<file path="config.mk">
export PLATFORM = sky130hd
export DESIGN_NAME = sorted_priority_queue_top
export DESIGN_NICKNAME = d
export VERILOG_FILES = /design/src/hw/rtl/spq_pkg.sv /design/src/hw/rtl/spq_cell.sv /design/src/hw/rtl/sorted_priority_queue_top.sv
export VERILOG_INCLUDE_DIRS = /design/src /design/src/hw/rtl
export SDC_FILE = /design/constraint.sdc
export NUM_CORES = 2
export LEC_CHECK = 0
export BUFFER_PORTS_ARGS = -buffer_cell sky130_fd_sc_hd__buf_2
export CAP_MARGIN = 40
export CORE_MARGIN = 1.5
export CORE_UTILIZATION = 58
export CTS_BUF_LIST = sky130_fd_sc_hd__clkbuf_4
export DETAILED_ROUTE_END_ITERATION = 8
export PLACE_DENSITY = 0.74
export SLEW_MARGIN = 0
export SYNTH_ARGS = -nofsm -noshare
export SYNTH_HDL_FRONTEND = slang
export SYNTH_HIERARCHICAL = 1
export SYNTH_SLANG_ARGS = --single-unit
</file>
<file path="constraint.sdc">
create_clock -name clk -period 10.7 [get_ports clk]
set_input_delay 1.07 -clock clk [delete_from_list [all_inputs] [get_ports clk]]
set_output_delay 1.07 -clock clk [all_outputs]
set_load 0.05 [all_outputs]
</file>
<file path="src/hw/rtl/sorted_priority_queue_top_assert.svh">
// assertion macros for the sorted priority queue top level
// expects clk and rst_n in the scope of use
`ifndef SORTED_PRIORITY_QUEUE_TOP_ASSERT_SVH
`define SORTED_PRIORITY_QUEUE_TOP_ASSERT_SVH

// same-cycle implication, disabled during reset
`define SPQ_ASSERT_IMPL(label, ante, cons) \
    label: assert property (@(posedge clk) disable iff (!rst_n) (ante) |-> (cons)) \
        else $error("sorted priority queue check failed");

// next-cycle implication, disabled during reset
`define SPQ_ASSERT_NEXT(label, ante, cons) \
    label: assert property (@(posedge clk) disable iff (!rst_n) (ante) |=> (cons)) \
        else $error("sorted priority queue check failed");

`endif

</file>
<file path="src/hw/rtl/spq_pkg.sv">
// shared types and constants for the sorted priority queue
// no dependencies
`default_nettype none

package spq_pkg;

    localparam int CAPACITY = 16;
    localparam int CNT_W    = $clog2(CAPACITY + 1);

    localparam logic FUNC_INSERT = 1'b0;
    localparam logic FUNC_REMOVE = 1'b1;

    localparam logic [1:0] STATUS_DONE  = 2'd0;
    localparam logic [1:0] STATUS_EMPTY = 2'd1;
    localparam logic [1:0] STATUS_FULL  = 2'd2;

    typedef struct packed {
        logic               func;
        logic signed [31:0] item_value;
        logic signed [15:0] item_priority;
    } in_req_t;

    typedef struct packed {
        logic [1:0]         status;
        logic signed [31:0] out_value;
        logic signed [15:0] out_priority;
        logic [4:0]         fill_count;
    } out_req_t;

    typedef struct packed {
        logic signed [31:0] value;
        logic signed [15:0] prio;
    } entry_t;

    typedef struct packed {
        logic ins;
        logic rem;
    } cell_ctrl_t;

endpackage

`default_nettype wire

</file>
<file path="src/hw/rtl/spq_cell.sv">
// one storage cell of the sorted chain
// depends on spq_pkg
`default_nettype none

module spq_cell
    import spq_pkg::*;
(
    input  wire logic       clk,
    input  wire cell_ctrl_t ctrl,
    input  wire logic       occupied,
    input  wire entry_t     new_entry,
    input  wire entry_t     prev_entry,
    input  wire logic       prev_greater,
    input  wire entry_t     next_entry,
    output logic            greater,
    output entry_t          entry
);

    entry_t entry_reg;
    entry_t entry_next;

    // empty cells count as greater so the flags stay monotone along the chain
    assign greater = !occupied || (entry_reg.prio > new_entry.prio);
    assign entry   = entry_reg;

    always_comb
    begin
        entry_next = entry_reg;
        priority if (ctrl.ins && greater && !prev_greater)
        begin
            entry_next = new_entry;
        end
        else if (ctrl.ins && greater)
        begin
            entry_next = prev_entry;
        end
        else if (ctrl.rem)
        begin
            entry_next = next_entry;
        end
        else
        begin
            entry_next = entry_reg;
        end
    end

    always_ff @(posedge clk)
    begin
        entry_reg <= entry_next;
    end

endmodule

`default_nettype wire

</file>
<file path="src/hw/rtl/sorted_priority_queue_top.sv">
// top level of the sorted priority queue: cell chain, count and result register
// depends on spq_pkg, spq_cell and sorted_priority_queue_top_assert.svh
//
// usage
//   in channel  (in_valid / in_ready / in_data): one request per operation,
//     func selects insert or remove; value and priority are ignored on remove
//   out channel (out_valid / out_ready / out_data): exactly one result request
//     per accepted input, in order: status, removed value and priority (zero
//     unless a remove succeeded) and the fill count after the operation
//   timing: the result is registered and valid in the cycle after the input is accepted
//   throughput: one operation per cycle while no result waits on out_ready; every cell
//     compares its priority with the incoming one and all cells shift together
//   stall: a new request is taken whenever the result register is empty or is
//     being emptied in the same cycle; while out_ready stays low with a result
//     waiting, in_ready is low and the queue holds still
//   reset: rst_n is asynchronous and active low; it empties the queue and the
//     result register; the cell contents need no reset since only cells below
//     the count are ever read
//   full store: an insert is refused with a full status and changes nothing;
//     a remove on an empty queue returns an empty status
`default_nettype none

module sorted_priority_queue_top
    import spq_pkg::*;
(
    input  wire logic    clk,
    input  wire logic    rst_n,
    input  wire logic    in_valid,
    output logic         in_ready,
    input  wire in_req_t in_data,
    output logic         out_valid,
    input  wire logic    out_ready,
    output out_req_t     out_data
);

`include "sorted_priority_queue_top_assert.svh"

    logic [CNT_W-1:0] count_reg;
    logic [CNT_W-1:0] count_next;
    logic             out_valid_reg;
    logic             out_valid_next;
    out_req_t         out_data_reg;
    out_req_t         out_data_next;

    logic       accept;
    logic       is_full;
    logic       is_empty;
    cell_ctrl_t ctrl;

    entry_t     new_entry;
    entry_t     cell_entry [CAPACITY];
    logic       cell_greater [CAPACITY];

    // the result register parts the two sides: take a request when it drains
    assign in_ready = !out_valid_reg || out_ready;
    assign accept   = in_valid && in_ready;

    assign is_full  = (count_reg == CNT_W'(CAPACITY));
    assign is_empty = (count_reg == '0);

    assign ctrl.ins = accept && (in_data.func == FUNC_INSERT) && !is_full;
    assign ctrl.rem = accept && (in_data.func == FUNC_REMOVE) && !is_empty;

    assign new_entry.value = in_data.item_value;
    assign new_entry.prio  = in_data.item_priority;

    // chain of cells, head at index zero
    for (genvar i = 0; i < CAPACITY; i++)
    begin : g_cell
        localparam logic [CNT_W-1:0] IDX = CNT_W'(i);

        logic   occupied;
        entry_t prev_entry;
        logic   prev_greater;
        entry_t next_entry;

        assign occupied = (IDX < count_reg);

        if (i == 0)
        begin : g_head
            // the head has no neighbour in front, so it takes a new entry first
            assign prev_entry   = new_entry;
            assign prev_greater = 1'b0;
        end
        else
        begin : g_body
            assign prev_entry   = cell_entry[i-1];
            assign prev_greater = cell_greater[i-1];
        end

        if (i == CAPACITY - 1)
        begin : g_tail
            // the tail slot goes empty on a remove, its contents no longer matter
            assign next_entry = cell_entry[i];
        end
        else
        begin : g_inner
            assign next_entry = cell_entry[i+1];
        end

        spq_cell u_cell (
            .clk          (clk),
            .ctrl         (ctrl),
            .occupied     (occupied),
            .new_entry    (new_entry),
            .prev_entry   (prev_entry),
            .prev_greater (prev_greater),
            .next_entry   (next_entry),
            .greater      (cell_greater[i]),
            .entry        (cell_entry[i])
        );
    end

    // count update and result formation
    always_comb
    begin
        count_next     = count_reg;
        out_valid_next = out_valid_reg;
        out_data_next  = out_data_reg;

        if (out_ready)
        begin
            out_valid_next = 1'b0;
        end

        if (ctrl.ins)
        begin
            count_next = count_reg + CNT_W'(1);
        end
        else if (ctrl.rem)
        begin
            count_next = count_reg - CNT_W'(1);
        end

        if (accept)
        begin
            out_valid_next             = 1'b1;
            out_data_next.status       = STATUS_DONE;
            out_data_next.out_value    = '0;
            out_data_next.out_priority = '0;
            out_data_next.fill_count   = 5'(count_next);
            if (in_data.func == FUNC_INSERT)
            begin
                if (is_full)
                begin
                    out_data_next.status = STATUS_FULL;
                end
            end
            else if (is_empty)
            begin
                out_data_next.status = STATUS_EMPTY;
            end
            else
            begin
                out_data_next.out_value    = cell_entry[0].value;
                out_data_next.out_priority = cell_entry[0].prio;
            end
        end
    end

    always_ff @(posedge clk or negedge rst_n)
    begin
        if (!rst_n)
        begin
            count_reg     <= '0;
            out_valid_reg <= 1'b0;
        end
        else
        begin
            count_reg     <= count_next;
            out_valid_reg <= out_valid_next;
        end
    end

    // result payload carries no reset
    always_ff @(posedge clk)
    begin
        out_data_reg <= out_data_next;
    end

    assign out_valid = out_valid_reg;
    assign out_data  = out_data_reg;

    // checks
    `SPQ_ASSERT_IMPL(a_count_bound, 1'b1, count_reg <= CNT_W'(CAPACITY))
    `SPQ_ASSERT_NEXT(a_insert_grows, ctrl.ins, count_reg == $past(count_reg) + CNT_W'(1))
    `SPQ_ASSERT_IMPL(a_fill_matches, out_valid_reg, out_data_reg.fill_count == 5'(count_reg))
    `SPQ_ASSERT_IMPL(a_head_sorted, count_reg >= CNT_W'(2),
        cell_entry[0].prio <= cell_entry[1].prio)

endmodule

`default_nettype wire

</file>
==> run_results.csv <==
group,metric,value,unit
cts,cts_root_buf,"clkbuf_4",
cts,clkSinkCount,829,
routing,wl_per_cell,21.2,um
layout,final_common_cell,"mux2i_1",
critical_path,required,11520,ps
timing,worst_slack,6080,ps
timing,fmax,0.217,GHz
logic_synthesis,yosys_warnings,6,
routing,viasPerCell,6.06,
run_status,status,"finished, final reports clean",
worst_hold_path,hold-path-cell-count,2,
place,dp_worst_setup_slack,5140,ps
cts,htreeDepth,4,
grt,antenna_found_initial,4,
power_and_ir_drop,switchingPower,7.23,mW
timing,hold_viol_final,0,
timing,worstMarginPinSlew,901,ps
power_and_ir_drop,power_frac_seq,0.347,
logic_synthesis,synth_area_per_cell,12.2,um2
worst_hold_path,worstHoldStart,"in_valid",
floorplan,rows,119,
critical_path,worstPathMaxFanout,36,
power_and_ir_drop,pwr-share-clk,0.159,
critical_path,cpMostUsedCell,"buf_4",
floorplan,die_h,328,um
layout,flow.area_growth_from_synthesis,6.74,%
logic_synthesis,syn_area,61300,um2
layout,largest_reg_flops,768,
critical_path,r2r-start,"count_reg[1]$_DFF_PN0_",
timing,rsz0062_at_grt,"no",
critical_path,crit_family,"buffers and inverters",
grt,grt_util_all_layers,0.261,
layout,final_cell_mix,"mux2i_1 (1440), edfxtp_1 (823), mux2_2 (762)",
cts,cts_buffers,229,
grt,grt_max_degree,64,
grt,grt_overflow_total,0,
cts,clk_path_buf_depth,3,
cts,cts_tree,"yes",
power_and_ir_drop,internal_power,11.0,mW
critical_path,crit_type,"flop to flop",
timing,min_period_over_period,0.431,
worst_hold_path,hold_path_end,"out_valid$_DFFE_PN0P_",
layout,nets,5450,
routing,via_count,40704,
critical_path,r2r_end,"g_cell[15].u_cell/entry[2]$_DFFE_PP_",
grt,grt_pass1_vias,41868,
power_and_ir_drop,leakage,24.8,nW
critical_path,critPathSlowestCell,"buf_4",
timing,setup_violations,0,
critical_path,worst-path-buf-inv,4,
routing,wl,142000,um
logic_synthesis,postSynthCellCount,5023,
floorplan,initial_core_util,0.583,
floorplan,die_w,328,um
floorplan,pin_count,110,
worst_hold_path,hold_class,"input pin to flop",
timing,hold_ws,254,ps
critical_path,slowest_delay,660,ps
critical_path,r2r_setup_slack,6080,ps
floorplan,core_area,105000,um2
cts,cts_hold_buf,1,
routing,drc,0,
timing,maxSlewViolCount,0,
routing,dr.pass1.iters,5,
floorplan,dieArea,108000,um2
cts,clkTransAtPathRegs,60,ps
run,timing.max_cap.violations,0,
critical_path,cp-start-kind,"flop",
place,port_buffers,109,
power_and_ir_drop,switching_share,0.397,
layout,drive_above_1_share,0.266,
grt,grt_pass1_wl,228000,um
routing,first_iter_violations,3017,
critical_path,worst_setup_path_end_kind,"flop",
timing,setup_tns,0,ps
timing,maxSlewHeadroom,0.399,
critical_path,r2r_cells,11,
critical_path,arrival,5440,ps
place,dpl_cell_area,62500,um2
timing,fin_skew,78.3,ps
layout,final_design_area_no_fill,65400,um2
cts,cts_resized,0,
place,globalplace.congestion,0.882,
logic_synthesis,syn_nets,5336,
cts,insertion_delay,1140,ps
layout,utilization,0.622,
place,dp_hpwl,102000,um
timing,period_needed,4620,ps
power_and_ir_drop,peakVddDrop,0.240,mV
routing,final_antenna_net_count,0,
critical_path,worstPathCellList,"inv_1 > ha_1 > and4bb_4 > nor4b_4 > buf_4 > buf_4 > nand2b_1 > nand2_2 > buf_4 > mux2i_1 > mux2i_1",
power_and_ir_drop,pwr-share-comb,0.494,
cts,cts_setup_buffers,0,
power_and_ir_drop,power_density,278,nW/um2
per-stage QoR:
stage,power (mW),std cells
floorplan,13.3,5023
global placement,14.7,6284
detailed placement,15.3,6296
CTS,18.2,6711
global route,19.4,6715
finish,18.2,6715
worst register-to-register path: stages (launching register included):
cell and delay (ps):
dfrtp_1 650, inv_1 260, ha_1 280, and4bb_4 230
nor4b_4 210, buf_4 370, buf_4 430, nand2b_1 350
nand2_2 500, buf_4 670, mux2i_1 320, mux2i_1 110
power by group through the flow:
stage          clock network (mW)  registers, mW  logic, mW
5_1_grt                      3.15           6.44       9.82
6_report                     2.89           6.32       8.99
3_5_place_dp                    0           6.35       8.92
3_3_place_gp                    0           6.30       8.45
4_1_cts                      2.99           6.29       8.96
2_1_floorplan                   0           6.02       7.30
worst max-delay path by stage:
stage	start	cells past startpoint	slack [ps]	end
floorplan	out_ready	6	5890	g_cell[4].u_cell/entry[0]$_DFFE_PP_
global placement	in_data[15]	14	5270	g_cell[2].u_cell/entry[36]$_DFFE_PP_
detailed placement	in_data[15]	14	5140	g_cell[13].u_cell/entry[29]$_DFFE_PP_
CTS	count_reg[1]$_DFF_PN0_	11	6220	g_cell[15].u_cell/entry[2]$_DFFE_PP_
global route	count_reg[1]$_DFF_PN0_	11	5900	g_cell[15].u_cell/entry[2]$_DFFE_PP_
finish	count_reg[1]$_DFF_PN0_	11	6080	g_cell[15].u_cell/entry[2]$_DFFE_PP_
layout make-up:
class	count	area, um2
flip-flops and latches	829	24900
well taps	1391	1740
clock inverters	80	398
multi-input cells	3605	33500
repair buffers	194	1410
fillers	8470	39700
clock buffers	334	2510
inverters	278	1040
diodes	4	10.0
routing by layer:
metal | routed length, um | track usage
met1 | 66900 | 0.366
met2 | 65200 | 0.419
met3 | 7390 | 0.0383
met4 | 2940 | 0.0787
met5 | 0 | 0
No activity file was read; power rests on OpenSTA's default activity.
